==> config.mk <==
export PLATFORM = sky130hd
export DESIGN_NAME = float_to_decimal96_convert
export DESIGN_NICKNAME = d
export VERILOG_FILES = /design/src/rtl/f2d96_pkg.sv /design/src/rtl/f2d96_ctrl.sv /design/src/rtl/f2d96_datapath.sv /design/src/rtl/float_to_decimal96_convert.sv
export SDC_FILE = /design/constraint.sdc
export NUM_CORES = 2
export LEC_CHECK = 0
export ABC_CLOCK_PERIOD_IN_PS = 18000
export CELL_PAD_IN_SITES_DETAIL_PLACEMENT = 1
export CELL_PAD_IN_SITES_GLOBAL_PLACEMENT = 2
export CORE_ASPECT_RATIO = 0.6
export CORE_MARGIN = 2
export CORE_UTILIZATION = 38
export CTS_BUF_LIST = sky130_fd_sc_hd__clkbuf_4 sky130_fd_sc_hd__clkbuf_8
export DETAILED_ROUTE_END_ITERATION = 16
export DONT_BUFFER_PORTS = 1
export PLACE_DENSITY = 0.89
export SYNTH_ARGS = -nofsm -noshare
export SYNTH_HDL_FRONTEND = slang
export SYNTH_SLANG_ARGS = --single-unit
==> constraint.sdc <==
create_clock -name clock -period 18 [get_ports clock]
set_input_delay 2.7 -clock clock [delete_from_list [all_inputs] [get_ports clock]]
set_output_delay 2.7 -clock clock [all_outputs]
set_load 0.005 [all_outputs]
==> src/rtl/f2d96_pkg.sv <==
// f2d96_pkg: shared types and constants of the binary32 to decimal96 converter
// used by f2d96_ctrl, f2d96_datapath and float_to_decimal96_convert
`timescale 1ns / 1ps

package f2d96_pkg;

   localparam int WIDE_W    = 146;
   localparam int Q_W       = 25;
   localparam int CNT_W     = 6;
   localparam int K_W       = 7;
   localparam int COEF_W    = 96;
   localparam int SCALE_W   = 5;
   localparam int SHAMT_W   = 5;
   localparam int PROD_W    = 22;

   localparam logic [7:0]  EXP_ALL_ONES = 8'hFF;
   localparam logic [30:0] MAG_MAX      = 31'h6F80_0000;
   localparam logic [30:0] MAG_MIN      = 31'h10FD_87B6;
   localparam int          EXP_BIAS     = 127;
   localparam int          MANT_OFFSET  = 150;
   localparam int          LOG2_NUM     = 1233;
   localparam int          LOG2_SHIFT   = 12;
   localparam int          DIGITS_M1    = 6;
   localparam int          TEN6         = 1000000;
   localparam int          TEN7         = 10000000;
   localparam int          SCALE_MAX    = 28;
   localparam int          ZERO_SCALE   = 6;

   typedef enum logic [3:0] {
      ST_IDLE,
      ST_SCALE,
      ST_DSTART,
      ST_DIV,
      ST_CHECK,
      ST_RETRY,
      ST_ROUND,
      ST_POST,
      ST_PMUL,
      ST_PSCALE,
      ST_PDSTART,
      ST_PDIV,
      ST_FINISH,
      ST_DONE
   } ctrl_state_type;

   typedef enum logic [3:0] {
      CMD_NONE,
      CMD_LOAD,
      CMD_MUL,
      CMD_DSTART,
      CMD_DIV,
      CMD_RETRY,
      CMD_ROUND,
      CMD_POST,
      CMD_FINISH
   } dp_cmd_type;

   typedef struct packed {
      logic special;
      logic cnt_zero;
      logic q_big;
      logic k_pos;
      logic s_over;
   } dp_status_type;

endpackage

==> src/rtl/f2d96_ctrl.sv <==
// f2d96_ctrl: sequencing state machine of the converter
// depends on f2d96_pkg
`timescale 1ns / 1ps

module f2d96_ctrl (
   input  logic                    clock,
   input  logic                    reset,
   input  logic                    start,
   input  f2d96_pkg::dp_status_type status,
   output f2d96_pkg::dp_cmd_type   cmd,
   output logic                    busy,
   output logic                    rsp_valid
);
   import f2d96_pkg::*;

   ctrl_state_type state_ff, state_in;

   always_ff @(posedge clock) begin
      if (reset) begin
         state_ff <= ST_IDLE;
      end else begin
         state_ff <= state_in;
      end
   end

   always_comb begin
      state_in = state_ff;
      unique case (state_ff)
         ST_IDLE: begin
            if (start) state_in = ST_SCALE;
         end
         ST_SCALE: begin
            if (status.special) state_in = ST_DONE;
            else if (status.cnt_zero) state_in = ST_DSTART;
         end
         ST_DSTART: state_in = ST_DIV;
         ST_DIV: begin
            if (status.cnt_zero) state_in = ST_CHECK;
         end
         ST_CHECK: state_in = status.q_big ? ST_RETRY : ST_ROUND;
         ST_RETRY: state_in = ST_DSTART;
         ST_ROUND: state_in = ST_POST;
         ST_POST: begin
            if (status.k_pos) state_in = ST_PMUL;
            else if (status.s_over) state_in = ST_PSCALE;
            else state_in = ST_DONE;
         end
         ST_PMUL: begin
            if (status.cnt_zero) state_in = ST_FINISH;
         end
         ST_PSCALE: begin
            if (status.cnt_zero) state_in = ST_PDSTART;
         end
         ST_PDSTART: state_in = ST_PDIV;
         ST_PDIV: begin
            if (status.cnt_zero) state_in = ST_FINISH;
         end
         ST_FINISH: state_in = ST_DONE;
         ST_DONE: state_in = ST_IDLE;
         default: state_in = ST_IDLE;
      endcase
   end

   always_comb begin
      cmd = CMD_NONE;
      unique case (state_ff)
         ST_IDLE:    cmd = start ? CMD_LOAD : CMD_NONE;
         ST_SCALE:   cmd = (!status.special && !status.cnt_zero) ? CMD_MUL : CMD_NONE;
         ST_DSTART:  cmd = CMD_DSTART;
         ST_PDSTART: cmd = CMD_DSTART;
         ST_DIV:     cmd = CMD_DIV;
         ST_PDIV:    cmd = CMD_DIV;
         ST_RETRY:   cmd = CMD_RETRY;
         ST_ROUND:   cmd = CMD_ROUND;
         ST_POST:    cmd = CMD_POST;
         ST_PMUL:    cmd = status.cnt_zero ? CMD_NONE : CMD_MUL;
         ST_PSCALE:  cmd = status.cnt_zero ? CMD_NONE : CMD_MUL;
         ST_FINISH:  cmd = CMD_FINISH;
         default:    cmd = CMD_NONE;
      endcase
   end

   assign busy      = (state_ff != ST_IDLE);
   assign rsp_valid = (state_ff == ST_DONE);

endmodule

==> src/rtl/f2d96_datapath.sv <==
// f2d96_datapath: wide scaling registers, times-ten unit, restoring divider
// and rounding of the converter; depends on f2d96_pkg
`timescale 1ns / 1ps

module f2d96_datapath (
   input  logic                      clock,
   input  f2d96_pkg::dp_cmd_type     cmd,
   input  logic [31:0]               req_float_bits,
   output f2d96_pkg::dp_status_type  status,
   output logic                      rsp_error,
   output logic                      rsp_negative,
   output logic [4:0]                rsp_scale,
   output logic [31:0]               rsp_coef_word0,
   output logic [31:0]               rsp_coef_word1,
   output logic [31:0]               rsp_coef_word2
);
   import f2d96_pkg::*;

   logic [WIDE_W-1:0]   x_ff, x_in, y_ff, y_in, xs_ff, xs_in;
   logic [Q_W-1:0]      q_ff, q_in;
   logic signed [K_W-1:0] k_ff, k_in;
   logic [CNT_W-1:0]    cnt_ff, cnt_in;
   logic                mul_y_ff, mul_y_in;
   logic                special_ff, special_in;
   logic                err_ff, err_in;
   logic                neg_ff, neg_in;
   logic [SCALE_W-1:0]  scale_ff, scale_in;
   logic [COEF_W-1:0]   coef_ff, coef_in;

   logic [7:0]              exp_f;
   logic [30:0]             mag;
   logic [WIDE_W-1:0]       mant_w;
   logic signed [8:0]       e_s;
   logic signed [8:0]       p_s;
   logic signed [PROD_W-1:0] prod_s;
   logic signed [PROD_W-1:0] est_s;
   logic signed [K_W-1:0]   k_load;
   logic [6:0]              shamt;
   logic [WIDE_W-1:0]       mul_src, mul_res;
   logic [WIDE_W-1:0]       trial;
   logic                    ge;
   logic [WIDE_W:0]         twice_rem, den_ext;
   logic                    round_up;
   logic [Q_W-1:0]          q_round;
   logic signed [K_W-1:0]   k_neg;

   always_ff @(posedge clock) begin
      x_ff       <= x_in;
      y_ff       <= y_in;
      xs_ff      <= xs_in;
      q_ff       <= q_in;
      k_ff       <= k_in;
      cnt_ff     <= cnt_in;
      mul_y_ff   <= mul_y_in;
      special_ff <= special_in;
      err_ff     <= err_in;
      neg_ff     <= neg_in;
      scale_ff   <= scale_in;
      coef_ff    <= coef_in;
   end

   always_comb begin
      exp_f   = req_float_bits[30:23];
      mag     = req_float_bits[30:0];
      mant_w  = WIDE_W'({1'b1, req_float_bits[22:0]});
      e_s     = $signed({1'b0, exp_f}) - 9'sd150;
      p_s     = $signed({1'b0, exp_f}) - 9'(EXP_BIAS);
      prod_s  = PROD_W'(p_s) * PROD_W'(LOG2_NUM);
      est_s   = prod_s >>> LOG2_SHIFT;
      k_load  = K_W'(est_s) - K_W'(DIGITS_M1);
      shamt   = (e_s > 9'sd0) ? 7'(e_s) : 7'(-e_s);
      mul_src = mul_y_ff ? y_ff : x_ff;
      mul_res = (mul_src << 3) + (mul_src << 1);
      trial   = y_ff << cnt_ff[SHAMT_W-1:0];
      ge      = (x_ff >= trial);
      twice_rem = {x_ff, 1'b0};
      den_ext   = {1'b0, y_ff};
      round_up  = (twice_rem > den_ext) || ((twice_rem == den_ext) && q_ff[0]);
      q_round   = q_ff + Q_W'(round_up);
      k_neg     = -k_ff;
   end

   always_comb begin
      x_in       = x_ff;
      y_in       = y_ff;
      xs_in      = xs_ff;
      q_in       = q_ff;
      k_in       = k_ff;
      cnt_in     = cnt_ff;
      mul_y_in   = mul_y_ff;
      special_in = special_ff;
      err_in     = err_ff;
      neg_in     = neg_ff;
      scale_in   = scale_ff;
      coef_in    = coef_ff;
      unique case (cmd)
         CMD_NONE: begin
         end
         CMD_LOAD: begin
            err_in     = 1'b0;
            neg_in     = 1'b0;
            scale_in   = '0;
            coef_in    = '0;
            special_in = 1'b0;
            if ((exp_f == EXP_ALL_ONES) || (mag > MAG_MAX) ||
                ((mag != '0) && (mag < MAG_MIN))) begin
               err_in     = 1'b1;
               special_in = 1'b1;
            end else if (mag == '0) begin
               scale_in   = SCALE_W'(ZERO_SCALE);
               special_in = 1'b1;
            end else begin
               neg_in = req_float_bits[31];
            end
            if (e_s > 9'sd0) begin
               x_in = mant_w << shamt;
               y_in = WIDE_W'(1);
            end else begin
               x_in = mant_w;
               y_in = WIDE_W'(1) << shamt;
            end
            xs_in    = x_in;
            k_in     = k_load;
            cnt_in   = (k_load < 0) ? CNT_W'(-k_load) : CNT_W'(k_load);
            mul_y_in = (k_load > 0);
         end
         CMD_MUL: begin
            if (mul_y_ff) begin
               y_in = mul_res;
            end else begin
               x_in  = mul_res;
               xs_in = mul_res;
            end
            cnt_in = cnt_ff - CNT_W'(1);
         end
         CMD_DSTART: begin
            q_in   = '0;
            cnt_in = CNT_W'(Q_W - 1);
         end
         CMD_DIV: begin
            if (ge) begin
               x_in = x_ff - trial;
               q_in = q_ff | (Q_W'(1) << cnt_ff[SHAMT_W-1:0]);
            end
            cnt_in = cnt_ff - CNT_W'(1);
         end
         CMD_RETRY: begin
            x_in = xs_ff;
            y_in = (y_ff << 3) + (y_ff << 1);
            k_in = k_ff + K_W'(1);
         end
         CMD_ROUND: begin
            if (q_round == Q_W'(TEN7)) begin
               q_in = Q_W'(TEN6);
               k_in = k_ff + K_W'(1);
            end else begin
               q_in = q_round;
            end
         end
         CMD_POST: begin
            if (k_ff > 0) begin
               x_in     = WIDE_W'(q_ff);
               cnt_in   = CNT_W'(k_ff);
               mul_y_in = 1'b0;
            end else if (k_ff < -K_W'(SCALE_MAX)) begin
               x_in     = WIDE_W'(q_ff);
               y_in     = WIDE_W'(1);
               cnt_in   = CNT_W'(k_neg - K_W'(SCALE_MAX));
               mul_y_in = 1'b1;
            end else begin
               coef_in  = COEF_W'(q_ff);
               scale_in = SCALE_W'(k_neg);
            end
         end
         CMD_FINISH: begin
            if (k_ff > 0) begin
               coef_in  = x_ff[COEF_W-1:0];
               scale_in = '0;
            end else begin
               coef_in  = COEF_W'(q_ff);
               scale_in = SCALE_W'(SCALE_MAX);
            end
         end
         default: begin
         end
      endcase
   end

   assign status.special  = special_ff;
   assign status.cnt_zero = (cnt_ff == '0);
   assign status.q_big    = (q_ff >= Q_W'(TEN7));
   assign status.k_pos    = (k_ff > 0);
   assign status.s_over   = (k_ff < -K_W'(SCALE_MAX));

   assign rsp_error      = err_ff;
   assign rsp_negative   = neg_ff;
   assign rsp_scale      = scale_ff;
   assign rsp_coef_word0 = coef_ff[31:0];
   assign rsp_coef_word1 = coef_ff[63:32];
   assign rsp_coef_word2 = coef_ff[95:64];

endmodule

==> src/rtl/float_to_decimal96_convert.sv <==
// float_to_decimal96_convert: binary32 to decimal96 converter top level
// depends on f2d96_pkg, f2d96_ctrl, f2d96_datapath
//
//  channel   ports                              handshake
//  request   req_float_bits                     start high while busy low
//  response  rsp_error, rsp_negative,           rsp_valid high for one cycle
//            rsp_scale, rsp_coef_word0..2
//
// one item at a time; nan, infinity, out-of-range and zero go from the scale
// state straight to done; other inputs run the times-ten loop (one step a
// cycle), the 25-bit restoring division and its retry when the digit
// estimate is one low, and the final scaling loop on the 146-bit registers
// synchronous reset returns the controller to idle; the receiver cannot stall
`timescale 1ns / 1ps

module float_to_decimal96_convert (
   input  logic        clock,
   input  logic        reset,
   input  logic        start,
   output logic        busy,
   input  logic [31:0] req_float_bits,
   output logic        rsp_valid,
   output logic        rsp_error,
   output logic        rsp_negative,
   output logic [4:0]  rsp_scale,
   output logic [31:0] rsp_coef_word0,
   output logic [31:0] rsp_coef_word1,
   output logic [31:0] rsp_coef_word2
);
   import f2d96_pkg::*;

   dp_cmd_type    cmd;
   dp_status_type status;

   f2d96_ctrl u_ctrl (
      .clock     (clock),
      .reset     (reset),
      .start     (start),
      .status    (status),
      .cmd       (cmd),
      .busy      (busy),
      .rsp_valid (rsp_valid)
   );

   f2d96_datapath u_datapath (
      .clock          (clock),
      .cmd            (cmd),
      .req_float_bits (req_float_bits),
      .status         (status),
      .rsp_error      (rsp_error),
      .rsp_negative   (rsp_negative),
      .rsp_scale      (rsp_scale),
      .rsp_coef_word0 (rsp_coef_word0),
      .rsp_coef_word1 (rsp_coef_word1),
      .rsp_coef_word2 (rsp_coef_word2)
   );

endmodule
==> results.py <==
metrics = {
    "status": {
        "status": "finished with violations",
        "violations": "max-capacitance violations, max-slew violations",
    },
    "yosys": {
        "synthFlopType": "edfxtp_1",
        "ys_ff_latch": 585,
        "synth_edf_count": 581,
        "synth.distinct_cells": 112,
        "synthArstFlopShare": 0,
        "synthAdderAreaFrac": 0.115,
        "syn-cell-area_sq_mm": 0.0733,
        "synthSimpleGateAreaFrac": 0.176,
        "synth-compound-area-share": 0.254,
        "netlist_instances": 8983,
        "syn_nets": 9681,
        "ys_warn_count": 0,
        "synth_top_family_by_area": "compound AO/OA/AOI/OAI gates",
        "syn_avg_cell_area_sq_um": 8.16,
        "synth-seq-area-share": 0.239,
        "muxShareOfSynthArea": 0.112,
        "synth_xor_area_frac": 0.0555,
    },
    "critical_path": {
        "path_class": "reg2reg",
        "cp.arrival_ns": 11.08,
        "required_ns": 18.48,
        "start_kind": "register",
        "end_kind": "register",
        "worstPathMaxFanout": 64,
    },
    "grt": {
        "grt_max_degree": 172,
        "grt_pass1_wl_mm": 588,
        "gr-usage-all-layers": 0.418,
        "grt_pass1_vias": 75300,
        "grt_overflow": 0,
        "antenna_found_initial": 50,
    },
    "final_layout": {
        "final_net_count": 9370,
        "layout_commonest_cell": "nand2_1",
        "area_growth_pct": 6.27,
        "n_fill_cell": 22900,
        "final_area_sq_mm": 0.0779,
        "layout-drive-gt1-share": 0.0970,
        "multi_input_area_sq_mm": 0.0525,
        "layout_common_cells": "nand2_1 (1,307), a21oi_1 (861), o21ai_0 (654)",
        "ff_latch_area_sq_mm": 0.0175,
    },
    "placed_design": {
        "dp_hpwl_mm": 347,
        "port_buffers": 0,
        "place_area_sq_mm": 0.0757,
        "place_congestion": 1.14,
    },
    "sta": {
        "worst_pin_slew_ns": 1.54,
        "drv_slew": 5,
        "layout_min_cycle_time_ns": 10.60,
        "rsz0062_at_grt": "no",
        "period_share": 0.589,
        "fin_skew_ns": 0.0929,
        "max_freq_ghz": 0.0943,
        "slew_headroom": -0.0335,
        "timing.hold.ws_ns": 0.501,
        "fin_tns_setup_ns": 0,
        "setup_viol": 0,
        "finalHoldViolCount": 0,
    },
    "cts": {
        "cts_hold_buf": 0,
        "ctsResizeCount": 0,
        "cts_buffer_depth": 3,
        "h-tree-depth": 3,
        "cts_buffers": 105,
        "clk_pin_slew_ns": 0.07,
        "cts_setup_buffers": 0,
        "cts_tree": "built",
        "root_buffer": "clkbuf_8",
        "insertion_delay_ns": 0.93,
        "cts_num_sinks": 585,
    },
    "drt": {
        "drtIter0Drc": 12200,
        "viasPerCell": 6.97,
        "wl_per_cell_um": 37.5,
        "num_vias": 79300,
        "dr.pass1.iters": 9,
        "ant_nets": 0,
        "wl_mm": 426,
        "drc_errors": 0,
    },
    "floorplanning": {
        "die_w_um": 571,
        "initial_core_util": 0.384,
        "row_count": 124,
        "die_h_um": 344,
        "die-area_sq_mm": 0.197,
        "io_pins": 140,
        "core_sq_mm": 0.191,
    },
    "run": {
        "maxCapViolations": 1,
    },
    "min_path": {
        "hold_path_class": "reg2reg",
    },
}
## cells in the mapped netlist (90+ instances only)
master	number	share of area
o21ai_0	660	0.045
nand4_1	258	0.022
nand3_1	116	0.0079
nor2_1	589	0.030
mux4_2	149	0.046
edfxtp_1	581	0.24
xnor2_1	294	0.035
and2_1	112	0.0096
a21o_1	254	0.026
inv_1	357	0.018
a31oi_1	90	0.0077
mux2i_1	199	0.027
mux2_2	251	0.039
o21bai_1	155	0.016
a21oi_1	864	0.059
xor2_1	169	0.020
ha_1	644	0.11
nand2_1	1311	0.067
clkbuf_1	437	0.022
o211ai_1	92	0.0094
o221ai_1	110	0.013
nor3_1	133	0.0091
## path summary, 6_finish.rpt
check | endpoint | slack, ns | depth (start not counted) | from
min reg2reg | u_datapath.x_ff[41]$_DFFE_PP_ | 0.50 | 2 | u_datapath.xs_ff[41]$_DFFE_PP_
max reg2reg | u_datapath.x_ff[55]$_DFFE_PP_ | 7.40 | 23 | u_datapath.cnt_ff[1]$_DFFE_PP_
max | u_datapath.x_ff[55]$_DFFE_PP_ | 7.40 | 23 | u_datapath.cnt_ff[1]$_DFFE_PP_
min | u_datapath.x_ff[41]$_DFFE_PP_ | 0.50 | 2 | u_datapath.xs_ff[41]$_DFFE_PP_
## sequential cells by signal (all words and copies together) (netlist names)
| name | count |
|---|---|
| u_ctrl.state_ff | 4 |
| u_datapath.cnt_ff | 6 |
| u_datapath.y_ff | 146 |
| u_datapath.x_ff | 146 |
| u_datapath.special_ff | 1 |
| u_datapath.rsp_scale | 5 |
| u_datapath.coef_ff | 96 |
| u_datapath.mul_y_ff | 1 |
| u_datapath.xs_ff | 146 |
| u_datapath.q_ff | 25 |
| u_datapath.rsp_error | 1 |
| u_datapath.rsp_negative | 1 |
| u_datapath.k_ff | 7 |
## area by class of cell
type	count	share of cell area
inverters	359	0.0174
clock buffers	125	0.0206
diodes	24	0.000771
clock inverters	70	0.00652
repair buffers	138	0.0141
well taps	2583	0.0415
multi-input cells	7483	0.674
flip-flops and latches	585	0.225
## per-stage QoR
stage          cells   util  setup WS, ns
5_1_grt        11400  0.407          7.34
2_1_floorplan   8983      -          1.12
3_5_place_dp   11100  0.396          8.18
6_report       11400  0.408          7.40
3_3_place_gp   11100  0.396          8.28
4_1_cts        11300  0.407          8.14
## critical path, stage by stage, from the launching register on
cell,delay [ns]
edfxtp_1,0.33
buf_4,0.59
buf_4,0.67
buf_4,0.77
mux4_2,0.45
nand2_1,0.09
nand2_1,0.20
mux2i_1,0.82
mux2_2,0.31
ha_1,0.37
nand2_1,0.15
o21ai_0,0.31
a211oi_1,0.16
nor4_1,0.60
o21ai_0,0.46
a211oi_1,0.49
nand3b_1,0.28
a31o_2,0.20
a21oi_1,0.09
o21ai_0,0.29
a21oi_1,0.23
a211oi_4,0.41
buf_4,0.84
buf_4,0.77
## cell families (layout without fill, tap and decap cells)
group | after synthesis | in the layout
muxes | 600 | 600
and+or+nand+nor | 2853 | 2853
other | 0 | 24
buffers and inverters | 915 | 692
xor gates and xnor gates | 464 | 464
DFF | 585 | 585
AOI/OAI and AO/OA | 2903 | 2903
adders and majority gates | 663 | 663
## layer usage
metal	track usage	routed length, um	up-vias
met1	0.586	180000	39700
met5	0.00546	629	-
met3	0.215	72200	896
met4	0.156	18700	62
li1	-	-	33100
met2	0.532	155000	5538
Power is left out: the tool's default activity adds up to more than one toggle a clock period on the data nets, which glitch-free logic cannot reach.
